==> src/hdl/chts_ram.sv <==
// Generic single-clock RAM with one write port and one registered read port.
// No dependencies.
module chts_ram #(
    parameter int WIDTH = 8,
    parameter int DEPTH = 16
) (
    input  logic                                  clk,
    input  logic                                  we,
    input  logic [((DEPTH > 1) ? $clog2(DEPTH) : 1)-1:0] waddr,
    input  logic [WIDTH-1:0]                      wdata,
    input  logic [((DEPTH > 1) ? $clog2(DEPTH) : 1)-1:0] raddr,
    output logic [WIDTH-1:0]                      rdata
);

    logic [WIDTH-1:0] mem [DEPTH];

    // Write port and registered read port.
    always_ff @(posedge clk)
    begin
        if (we)
        begin
            mem[waddr] <= wdata;
        end
        rdata <= mem[raddr];
    end

endmodule

==> config.mk <==
export PLATFORM = sky130hd
export DESIGN_NAME = chts_ram
export DESIGN_NICKNAME = d
export VERILOG_FILES = /design/src/hdl/chts_ram.sv
export SDC_FILE = /design/constraint.sdc
export NUM_CORES = 1
export LEC_CHECK = 0
export BUFFER_PORTS_ARGS = -buffer_cell sky130_fd_sc_hd__buf_4
export CORE_AREA = 3 3 118 120
export CTS_CLUSTER_SIZE = 30
export DETAILED_ROUTE_END_ITERATION = 7
export DIE_AREA = 0 0 121 123
export GPL_ROUTABILITY_DRIVEN = 0
export PLACE_DENSITY_LB_ADDON = 0.05
export SLEW_MARGIN = 20
export SYNTH_ARGS = -nofsm -noshare
export SYNTH_HDL_FRONTEND = slang
export SYNTH_SLANG_ARGS = --single-unit
==> constraint.sdc <==
create_clock -name clk -period 1.6 [get_ports clk]
set_input_delay 0.24 -clock clk [delete_from_list [all_inputs] [get_ports clk]]
set_output_delay 0.24 -clock clk [all_outputs]
set_load 0.02 [all_outputs]
# == Word level (Yosys, flattened, before mapping) ==
# Memory sizes are Yosys's and may differ from the RTL's. A register that Yosys moved wholly into a read port is not among the register bits.
# Index checks and enable logic that the tools add are counted.
# op_classes
mux,2
# op_table
op,count
2-to-1 mux 1 bit,2
# totals
elab_cells,3
output_inout_bits,8
ram_bits,128
regBits,0
memories,1
in_bits,18
# mem_list
memory,depth,word_bits,rd,rd_clocked_by_memory_dff,write_ports,line,rtl
mem,16,8,1,1,1,15,logic [WIDTH-1:0] mem [DEPTH];

# == Logic depth before layout (Yosys ltp) ==
# Gate-level depths: netlist (run 1).
# depth
depth_word,2
depth_mapped,5
mapped_depth_nobuf,3

# == Worst setup path after synthesis (run 1) ==
# No wires, ideal clock.
# synth_timing
kind,input -> register
startpoint,input port waddr[2] (netlist bit)
endpoint,memory mem[0][0] (enable)
slack_ps,-133
setup_time_ps,383
path_stages,2
required_time_ps,1217
arrival_ps,1350
cell_sequence,or3b_2 -> nor3_1
# synth_lines
item,line,rtl
"start, declared",9,"input logic [((DEPTH > 1) ? $clog2(DEPTH) : 1)-1:0] waddr,"
"end, declared",15,
# No word-level cell before the write port.

==> qor.yml, run 1 <==
pwr:
  seqPwrFrac_pct: 47.0
  power.density_nw_per_um2: 1356
  power.switching_mw: 1.609
  comb_power_share_pct: 5.0
  power_leakage_nw: 2.155
  power.share.switching_pct: 18.85
  power_report.internal_total_mw: 6.926
  post-layout-total-power_mw: 8.535
  power.share.clock_pct: 48.0
  ir_drop_uv: 677.2
sta:
  min_hold_slack_ps: 132.1
  fmax_ghz: 0.7353
  post_layout_minimum_cycle_time_ps: 1360
  finClkSkew_ps: 4.657
  final_hold_vios: 0
  post-route-worst-setup-slack_ps: 240.0
  fin_crit_sh_pct: 85.00
  tns_ps: 0
  max_slew.worst_pin.slew_ps: 780.2
  finalSetupViolations: 0
  maxSlewViolCount: 0
  grt_setup_unrepaired: "false"
  relSlewSlack_pct: 47.88
worst_hold_path:
  hold_path_class: "in -> reg"
clock_tree:
  worst_setup_hold_path_clk_slew_ps: 50
  cts_hold_buffers: 0
  cts_buf_count: 17
  post-cts-setup-buffers: 0
  worstSkewPairLatency_ps: 410
  tritoncts: "done"
  cts.sinks: 136
  clockBufferDepth: 2
  root_buffer: "sky130_fd_sc_hd__clkbuf_16"
  clock_tree.htree_level_count: 4
  ctsResizeCount: 0
finish:
  area_delta_synth_final_pct: 22.31
  layout.cells.non_filler: 474
  final_cell_mix: "sky130_fd_sc_hd__edfxtp_1, sky130_fd_sc_hd__buf_4, sky130_fd_sc_hd__mux4_2, sky130_fd_sc_hd__clkbuf_16, sky130_fd_sc_hd__a22oi_1"
  fillerInstances: 1088
  layout-drive-gt1-share_pct: 32.21
  antenna_cells_inserted: 0
  finalNetCount: 303
  final_common_cell: "sky130_fd_sc_hd__edfxtp_1"
placed_design:
  worst_slack_placed_ps: -123.8
  placed_cells_incl_taps: 442
  port-buffer-count: 25
  place.detailed.hpwl_um: 6723
detailed_routing:
  drt-total-wl_um: 10280
  count_of_tritonroute_iterations_in_the_first_routing_pass: 4
  dr_total_vias: 2438
  antenna_left: 0
  avgViaCountPerCell: 5.143
  dr.first_iter.drc_count: 200
  wl_per_cell_um: 21.69
  remaining_drc_errors: 0
setup_path:
  path_cells: "mux4_1, a22oi_1, nand2_1"
  reg2reg_to: "rdata[2]$_DFF_P_"
  worst-endpoint-required_ps: 1890
  worst_r2r_path_depth: 3
  reg2reg_setup_slack_ps: 240
  crit_slowest_cell: "sky130_fd_sc_hd__mux4_1"
  cp.arrival_ps: 1650
  worst-setup-path-type: "reg -> reg"
  critPathMaxFanout: 1
  cp-end-kind: "register"
  reg2reg_from: "mem[9][2]$_DFFE_PP_"
  worst_path_largest_cell_delay_ps: 510
  worst_setup_path_start_kind: "register"
  critical_path_end: "rdata[2]$_DFF_P_"
  timing.critical_path.from: "mem[9][2]$_DFFE_PP_"
logic_synthesis:
  ys_types: 19
  synth_top_cells_by_area: "sky130_fd_sc_hd__edfxtp_1, sky130_fd_sc_hd__mux4_2, sky130_fd_sc_hd__mux4_1"
  post-synth-top-area-fraction_pct: 74.67
  synth-warning-count: 0
  post_synth_inst_count: 229
  count_of_state_elements_after_synthesis: 136
  netlist.top_cell.by_area: "sky130_fd_sc_hd__edfxtp_1"
  netlist_area_um2: 5147
  post_synth.cell_area_avg_um2: 22.48
  sequential_cell_area_fraction_in_the_yosys_report_pct: 77.78
  syn-num-nets: 247
global_routing:
  grt_start_max_net_pins: 17
  number_of_antenna_violations_at_the_first_check_in_global_routing: 0
  global_route.usage.met3_pct: 5.032
  first_global_vias: 2552
  grt.met1_usage_pct: 20.98
  overflow: 0
  global_route.peak_usage_layer: "met2"
  grt_pass1_wl_um: 15810
  grt_use_met2_pct: 22.68
  grt.total_usage_pct: 15.45
floorplan:
  design.die.area_um2: 14880
  chipHeight_um: 123
  io_pins: 26
  rows: 42
  die_width_um: 121
  floorplan.initialDensity_pct: 39.34
  core_region_area_um2: 13090
flow_run:
  cap_viol_max_count: 0
run_status:
  status: "finished, final reports clean"
[routing by layer]
layer / part of all wire [%] / up-vias / routed length, um
li1: - / 1086 / -
met1: 44 / 1270 / 4519
met2: 47 / 64 / 4876
met3: 6.2 / 18 / 633
met4: 2.5 / 0 / 252
met5: 0 / - / 0
[logic make-up after synthesis]
logic type	Yosys count	synth area share, %
mux	32	15.02
buf+inv	10	1.677
flops	136	77.78
compound gates	16	2.334
simple gates	35	3.184
[synthesized netlist by cell type]
master,count
sky130_fd_sc_hd__a22oi_1,16
sky130_fd_sc_hd__and2_1,1
sky130_fd_sc_hd__and2b_1,1
sky130_fd_sc_hd__buf_2,3
sky130_fd_sc_hd__buf_4,1
sky130_fd_sc_hd__buf_6,3
sky130_fd_sc_hd__clkdlybuf4s25_2,3
sky130_fd_sc_hd__dfxtp_1,8
sky130_fd_sc_hd__edfxtp_1,128
sky130_fd_sc_hd__mux4_1,14
sky130_fd_sc_hd__mux4_2,18
sky130_fd_sc_hd__nand2_1,9
sky130_fd_sc_hd__nand2b_1,2
sky130_fd_sc_hd__nand3_1,1
sky130_fd_sc_hd__nand3b_1,2
sky130_fd_sc_hd__nor2_1,13
sky130_fd_sc_hd__nor2b_1,1
sky130_fd_sc_hd__nor3_1,4
sky130_fd_sc_hd__or3b_2,1
[layout make-up]
type | count | area (um^2) | area share (%)
well taps | 176 | 220.2 | 3.498
flip-flops and latches | 136 | 4004 | 63.59
clock inverters | 10 | 147.6 | 2.345
clock buffers | 22 | 484.2 | 7.691
multi-input cells | 83 | 1062 | 16.87
repair buffers | 47 | 377.9 | 6.002
[per-stage QoR]
stage          util [%]  area, um^2
3_5_place_dp      43.29        5664
5_1_grt           48.12        6296
3_3_place_gp      43.29        5664
6_report          48.12        6296
2_1_floorplan         -        5152
4_1_cts           48.12        6296
[worst min path at each step]
| stage | start | end | slack [ps] | cells after the start |
|---|---|---|---|---|
| after global routing | wdata[1] | mem[4][1]$_DFFE_PP_ | 130 | 1 |
| after global placement | wdata[5] | mem[14][5]$_DFFE_PP_ | 560 | 1 |
| after floorplan | wdata[0] | mem[0][0]$_DFFE_PP_ | 340 | 0 |
| after CTS | wdata[5] | mem[12][5]$_DFFE_PP_ | 120 | 1 |
| after detailed placement | wdata[5] | mem[12][5]$_DFFE_PP_ | 560 | 1 |
| final | wdata[5] | mem[12][5]$_DFFE_PP_ | 130 | 1 |
[registers in the layout, summed over array words and instances (netlist names)]
signal,flops
mem,128
rdata,8
[worst max-delay path: cells and delay by family (launching register included)]
| kind | cells | cell delay, ps |
|---|---|---|
| AND/OR/NAND/NOR | 1 | 80 |
| multiplexers | 1 | 510 |
| AO/OA/AOI/OAI | 1 | 290 |
| flip-flops | 1 | 370 |
[power groups by stage]
stage | Clock [mW] | Sequential, mW | Combinational, mW
after floorplan | 0 | 4.10 | 0.202
after global placement | 0 | 4.08 | 0.437
after detailed placement | 0 | 4.08 | 0.442
after CTS | 4.19 | 4.01 | 0.441
after global routing | 4.36 | 4.01 | 0.466
final | 4.10 | 4.01 | 0.426
Power figures use the tool's default switching activity.
==> run 2, diff against run 1 <==
- ABC_AREA: unset -> 1
- CORE_AREA: 3 3 118 120 -> 3 3 125 127
- DIE_AREA: 0 0 121 123 -> 0 0 128 130
==> run 2 against run 1 <==
Against the previous run:
- sequential power is essentially flat
- first-iteration DRC count grew 56%
- final cell count grew 67%
- global-route usage grew 2.5 points
- combinational power grew 30%
- via count grew 53%
- count of clock-buffer cells in the layout shrank 5
- maximum frequency grew 14%
- critical path depth shrank 2
- wire length grew 34%
- setup slack gained 170 ps
- clock skew shrank 0.99 ps
- critical path type is now reg -> out
==> qor.yml, run 2 <==
placed_design:
  place.detailed.hpwl_um: 8475
  port-buffer-count: 25
  placed_cells_incl_taps: 760
  worst_slack_placed_ps: 199.9
  postPlaceCellArea_um2: 6248
setup_path:
  reg2reg_to: "rdata[3]$_DFF_P_"
  critPathMaxFanout: 1
  cp-end-kind: "primary output"
  worst-setup-path-type: "reg -> out"
  critical_path.n_buffers_inverters: 1
  timing.critical_path.from: "rdata[5]$_DFF_P_"
  crit_slowest_cell: "sky130_fd_sc_hd__dfxtp_1"
  worst_r2r_path_depth: 6
  reg2reg_from: "mem[1][3]$_DFFE_PP_"
  worst_setup_path_start_kind: "register"
  critical_path_end: "rdata[5]"
  cp.arrival_ps: 950
  crit_family: "flip-flops"
  reg2reg_setup_slack_ps: 530
  path_cells: "buf_4"
  worst-endpoint-required_ps: 1360
  cp.depth: 1
  worst_path_largest_cell_delay_ps: 370
logic_synthesis:
  synth_xor_area_share_pct: 0
  post_synth_inst_count: 551
  netlist.top_cell.by_area: "sky130_fd_sc_hd__edfxtp_1"
  post_synthesis_compound_gate_area_fraction_pct: 0
  number_of_flops_mapped_to_enable_cells_by_yosys: 128
  synth_simple_gate_area_share_pct: 21.05
  synth_adder_area_share_pct: 0
  main_combinational_cell_family_by_area_after_synthesis: "simple AND/OR/NAND/NOR gates"
  ys_types: 12
  synth-warning-count: 0
  dominantRegCellSynth: "sky130_fd_sc_hd__edfxtp_1"
  postSynth.asyncResetShare_pct: 0
  post-synth-top-area-fraction_pct: 66.65
  synth.cells.most_frequent: "sky130_fd_sc_hd__nand2_1, sky130_fd_sc_hd__edfxtp_1, sky130_fd_sc_hd__inv_1, sky130_fd_sc_hd__nand3_1, sky130_fd_sc_hd__nor2_1"
  netlist_area_um2: 5767
  syn-num-nets: 569
  share_of_cell_area_taken_by_muxes_after_synthesis_pct: 0
  sequential_cell_area_fraction_in_the_yosys_report_pct: 69.43
  synth_top_cells_by_area: "sky130_fd_sc_hd__edfxtp_1, sky130_fd_sc_hd__nand2_1, sky130_fd_sc_hd__nand3_1"
  post_synth.cell_area_avg_um2: 10.47
  post-synth-top-count-cell: "sky130_fd_sc_hd__nand2_1"
  count_of_state_elements_after_synthesis: 136
clock_tree:
  worstSkewPairLatency_ps: 420
  clock_tree.htree_level_count: 4
  ctsResizeCount: 0
  cts_hold_buffers: 0
  worst_setup_hold_path_clk_slew_ps: 60
  clockBufferDepth: 2
  cts.sinks: 136
  root_buffer: "sky130_fd_sc_hd__clkbuf_16"
  post-cts-setup-buffers: 0
  cts_buf_count: 17
  tritoncts: "done"
sta:
  max_slew.worst_pin.slew_ps: 313.3
  post_layout_minimum_cycle_time_ps: 1193
  finalSetupViolations: 0
  fin_crit_sh_pct: 74.56
  tns_ps: 0
  fmax_ghz: 0.8382
  post-route-worst-setup-slack_ps: 407.0
  grt_setup_unrepaired: "false"
  finClkSkew_ps: 3.672
  relSlewSlack_pct: 79.11
  maxSlewViolCount: 0
  final_hold_vios: 0
run_status:
  status: "finished, final reports clean"
finish:
  final_common_cell: "sky130_fd_sc_hd__nand2_1"
  finalNetCount: 613
  largest_registers: "mem x128, rdata x8"
  antenna_cells_inserted: 0
  layout-drive-gt1-share_pct: 13.16
  final_cell_area_um2: 6834
  largest_register_ff_count: 128
  final_cell_mix: "sky130_fd_sc_hd__nand2_1, sky130_fd_sc_hd__edfxtp_1, sky130_fd_sc_hd__inv_1, sky130_fd_sc_hd__nand3_1, sky130_fd_sc_hd__buf_4"
  fillerInstances: 1374
  largest-register: "mem"
  area_delta_synth_final_pct: 18.51
  layout.cells.non_filler: 792
detailed_routing:
  dr.first_iter.drc_count: 312
  antenna_left: 0
  dr_total_vias: 3742
  wl_per_cell_um: 17.43
  count_of_tritonroute_iterations_in_the_first_routing_pass: 4
  avgViaCountPerCell: 4.725
  drt-total-wl_um: 13800
  remaining_drc_errors: 0
pwr:
  seqPwrFrac_pct: 47.6
  power_report.internal_total_mw: 6.582
  power.switching_mw: 1.833
  power.share.clock_pct: 45.8
  ir_drop_uv: 682.5
  power.density_nw_per_um2: 1231
  comb_power_share_pct: 6.6
  power.share.switching_pct: 21.78
  power_leakage_nw: 2.956
floorplan:
  design.die.area_um2: 16640
  floorplan.initialDensity_pct: 39.68
  io_pins: 26
  die_width_um: 128
  chipHeight_um: 130
  core_region_area_um2: 14530
  rows: 44
worst_hold_path:
  whs_path_depth: 3
  hold_path_class: "in -> reg"
global_routing:
  grt.total_usage_pct: 17.93
  first_global_vias: 3649
  grt_pass1_wl_um: 21580
  grt_start_max_net_pins: 65
  overflow: 0
  number_of_antenna_violations_at_the_first_check_in_global_routing: 0
flow_run:
  cap_viol_max_count: 0
[run 2: metrics by stage]
stage	power, mW	util (%)	hold WS, ps
4_1_cts	8.501	47.02	140.8
3_5_place_dp	4.652	42.99	581.6
5_1_grt	8.723	47.02	161.9
3_3_place_gp	4.648	42.99	569.2
6_report	8.415	47.02	151.9
2_1_floorplan	4.386	-	338.9
[run 2: how the worst min path moves through the flow]
stage,slack (ps),endpoint,from
after CTS,140,rdata[7]$_DFF_P_,raddr[3]
final,150,rdata[4]$_DFF_P_,raddr[3]
after global placement,570,rdata[7]$_DFF_P_,raddr[3]
after floorplan,340,mem[0][0]$_DFFE_PP_,wdata[0]
after global routing,160,rdata[4]$_DFF_P_,raddr[3]
after detailed placement,580,rdata[7]$_DFF_P_,raddr[3]
[run 2: area by class of cell]
cell class / instances / area, um^2 / share of cell area (%)
flip-flops and latches: 136 / 4004 / 58.59
multi-input cells: 289 / 1214 / 17.76
clock buffers: 17 / 425.4 / 6.225
repair buffers: 49 / 417.9 / 6.115
inverters: 102 / 382.9 / 5.602
well taps: 184 / 230.2 / 3.369
clock inverters: 15 / 160.2 / 2.343
[run 2: logic make-up after synthesis]
group | after synthesis
simple gates | 289
flops | 136
buf+inv | 126
[run 2: power groups by stage]
stage / Sequential (mW) / Combinational [mW] / Clock (mW)
CTS: 4.01 / 0.571 / 3.92
detailed placement: 4.08 / 0.570 / 0
finish: 4.01 / 0.555 / 3.85
global route: 4.01 / 0.623 / 4.09
global placement: 4.08 / 0.567 / 0
floorplan: 4.11 / 0.281 / 0
[run 2: metal layers]
| metal | GRT usage (%) | vias up | routed length, um | part of all wire (%) |
|---|---|---|---|---|
| met2 | 28.65 | 66 | 6599 | 48 |
| met4 | 7.116 | 0 | 280 | 2.0 |
| met3 | 3.848 | 20 | 572 | 4.1 |
| li1 | - | 1862 | - | - |
| met1 | 24.08 | 1794 | 6349 | 46 |
| met5 | 0 | - | 0 | 0 |
==> run 3, diff against run 2 <==
- ABC_AREA: 1 -> 0
- CORE_AREA: 3 3 125 127 -> 3 3 118 120
- DIE_AREA: 0 0 128 130 -> 0 0 121 123
- clock period: 1.6 -> 1.2 ns (I/O delays scaled with it)
==> run 3 against run 2 <==
Against the previous run:
- the run now ends with setup timing left
- register-to-register slack worse by 570 ps
- sequential cell count did not move
- via count decreased by 34%
- die area down 11%
- final cell count is 38% lower
- critical path depth rose by 2
- clock skew is essentially flat
- critical endpoint is now rdata[4]$_DFF_P_
==> qor.yml, run 3 (synthesis gave the netlist of run 1 again) <==
worst_hold_path:
  hold_path_startpoint: "wdata[7]"
  min_delay_worst_endpoint: "mem[14][7]$_DFFE_PP_"
  hold_path_class: "in -> reg"
  whs_path_depth: 1
setup_path:
  critPathMaxFanout: 1
  crit_slowest_cell: "sky130_fd_sc_hd__mux4_2"
  worst-endpoint-required_ps: 1500
  reg2reg_to: "rdata[4]$_DFF_P_"
  worst-setup-path-type: "reg -> reg"
  path_cells: "mux4_2, a22oi_2, nand2_1"
  worst_path_largest_cell_delay_ps: 500
  reg2reg_setup_slack_ps: -40
  cp.arrival_ps: 1540
  worst_r2r_path_depth: 3
  worst_setup_path_start_kind: "register"
  cp-end-kind: "register"
  reg2reg_from: "mem[3][4]$_DFFE_PP_"
detailed_routing:
  drt-total-wl_um: 10320
  avgViaCountPerCell: 4.996
  remaining_drc_errors: 0
  antenna_left: 0
  dr_total_vias: 2453
  dr.first_iter.drc_count: 162
  count_of_tritonroute_iterations_in_the_first_routing_pass: 4
  wl_per_cell_um: 21.02
pwr:
  ir_drop_uv: 994.7
  power.share.clock_pct: 47.4
  comb_power_share_pct: 5.8
  power.switching_mw: 2.163
  power_leakage_nw: 2.209
  power.share.switching_pct: 18.92
  power_report.internal_total_mw: 9.270
  seqPwrFrac_pct: 46.8
  post-layout-total-power_mw: 11.43
  power.density_nw_per_um2: 1747
sta:
  post-route-worst-setup-slack_ps: -41.56
  tns_ps: -179.0
  post_layout_minimum_cycle_time_ps: 1242
  final_hold_vios: 0
  fin_crit_sh_pct: 103.5
  finalSetupViolations: 7
  relSlewSlack_pct: 34.41
  fmax_ghz: 0.8054
  maxSlewViolCount: 0
  grt_setup_unrepaired: "true"
  finClkSkew_ps: 4.147
  max_slew.worst_pin.slew_ps: 981.9
flow_run:
  cap_viol_max_count: 0
finish:
  largest-register: "mem"
  multi_input_comb_area_um2: 1096
  largest_registers: "mem x128, rdata x8"
  finish.utilization_pct: 50.00
  largest_register_ff_count: 128
  fillerInstances: 1069
  antenna_cells_inserted: 0
  final_common_cell: "sky130_fd_sc_hd__edfxtp_1"
  layout-drive-gt1-share_pct: 43.49
  register_area_um2: 4004
  final_cell_mix: "sky130_fd_sc_hd__edfxtp_1, sky130_fd_sc_hd__buf_4, sky130_fd_sc_hd__mux4_2, sky130_fd_sc_hd__clkbuf_16"
  area_delta_synth_final_pct: 27.10
  finalNetCount: 320
clock_tree:
  cts_hold_buffers: 0
  clockBufferDepth: 2
  cts.sinks: 136
  root_buffer: "sky130_fd_sc_hd__clkbuf_16"
  post-cts-setup-buffers: 0
  tritoncts: "done"
  worst_setup_hold_path_clk_slew_ps: 60
  worstSkewPairLatency_ps: 410
  cts_buf_count: 17
  clock_tree.htree_level_count: 4
floorplan:
  floorplan.initialDensity_pct: 39.34
  die_width_um: 121
  core_region_area_um2: 13090
  io_pins: 26
  chipHeight_um: 123
  design.die.area_um2: 14880
  rows: 42
placed_design:
  place.detailed.hpwl_um: 6865
  port-buffer-count: 25
global_routing:
  first_global_vias: 2619
  overflow: 0
  grt_start_max_net_pins: 21
  number_of_antenna_violations_at_the_first_check_in_global_routing: 0
  grt_pass1_wl_um: 15730
  grt.total_usage_pct: 15.25
run_status:
  failed_checks: "setup timing"
  status: "complete, but fails checks"
run 3: what timing repair did:
item,in CTS,in global routing
resized for setup,8,1
endpoints found under the setup margin,8,8
pin swaps,4,0
run 3: critical path: cells and delay by family (launching register included):
kind,cells,cell delay [ps]
flip-flops,1,360
AND/OR/NAND/NOR,1,70
multiplexers,1,500
AO/OA/AOI/OAI,1,200
run 3: cell type report:
cell class,instances,share of cell area (%)
repair buffers,64,9.256
flip-flops and latches,136,61.20
clock inverters,12,2.754
multi-input cells,83,16.75
clock buffers,20,6.674
well taps,176,3.366
run 3: power groups by stage:
| stage | registers [mW] | logic [mW] | clock network (mW) |
|---|---|---|---|
| 2_1_floorplan | 5.47 | 0.303 | 0 |
| 3_3_place_gp | 5.45 | 0.660 | 0 |
| 3_5_place_dp | 5.45 | 0.663 | 0 |
| 4_1_cts | 5.35 | 0.677 | 5.52 |
| 5_1_grt | 5.36 | 0.714 | 5.74 |
| 6_report | 5.35 | 0.660 | 5.42 |
run 3: how the worst max path moves through the flow:
stage / from / endpoint / slack [ps] / depth (start not counted)
final: mem[3][4]$_DFFE_PP_ / rdata[4]$_DFF_P_ / -40 / 3
after global routing: mem[0][0]$_DFFE_PP_ / rdata[0]$_DFF_P_ / -110 / 3
after CTS: mem[3][4]$_DFFE_PP_ / rdata[4]$_DFF_P_ / -70 / 3
after detailed placement: raddr[0] / rdata[0]$_DFF_P_ / -360 / 5
after global placement: raddr[0] / rdata[0]$_DFF_P_ / -350 / 5
after floorplan: waddr[2] / mem[0][0]$_DFFE_PP_ / -110 / 2
run 3: per-stage QoR:
step	instances	hold slack [ps]	setup WS [ps]	cell area [um^2]
floorplan	229	278.9	-113.1	5184
global placement	460	495.4	-352.3	5897
detailed placement	460	491.7	-363.8	5897
CTS	491	54.07	-66.07	6538
global route	491	70.61	-113.0	6543
finish	491	66.27	-41.56	6543
run 3: layer usage:
layer / global-route usage [%] / part of all wire (%) / vias to the layer above
li1: - / - / 1103
met1: 20.23 / 45 / 1285
met2: 23.90 / 50 / 51
met3: 3.888 / 3.4 / 14
met4: 7.011 / 1.9 / 0
met5: 0 / 0 / -
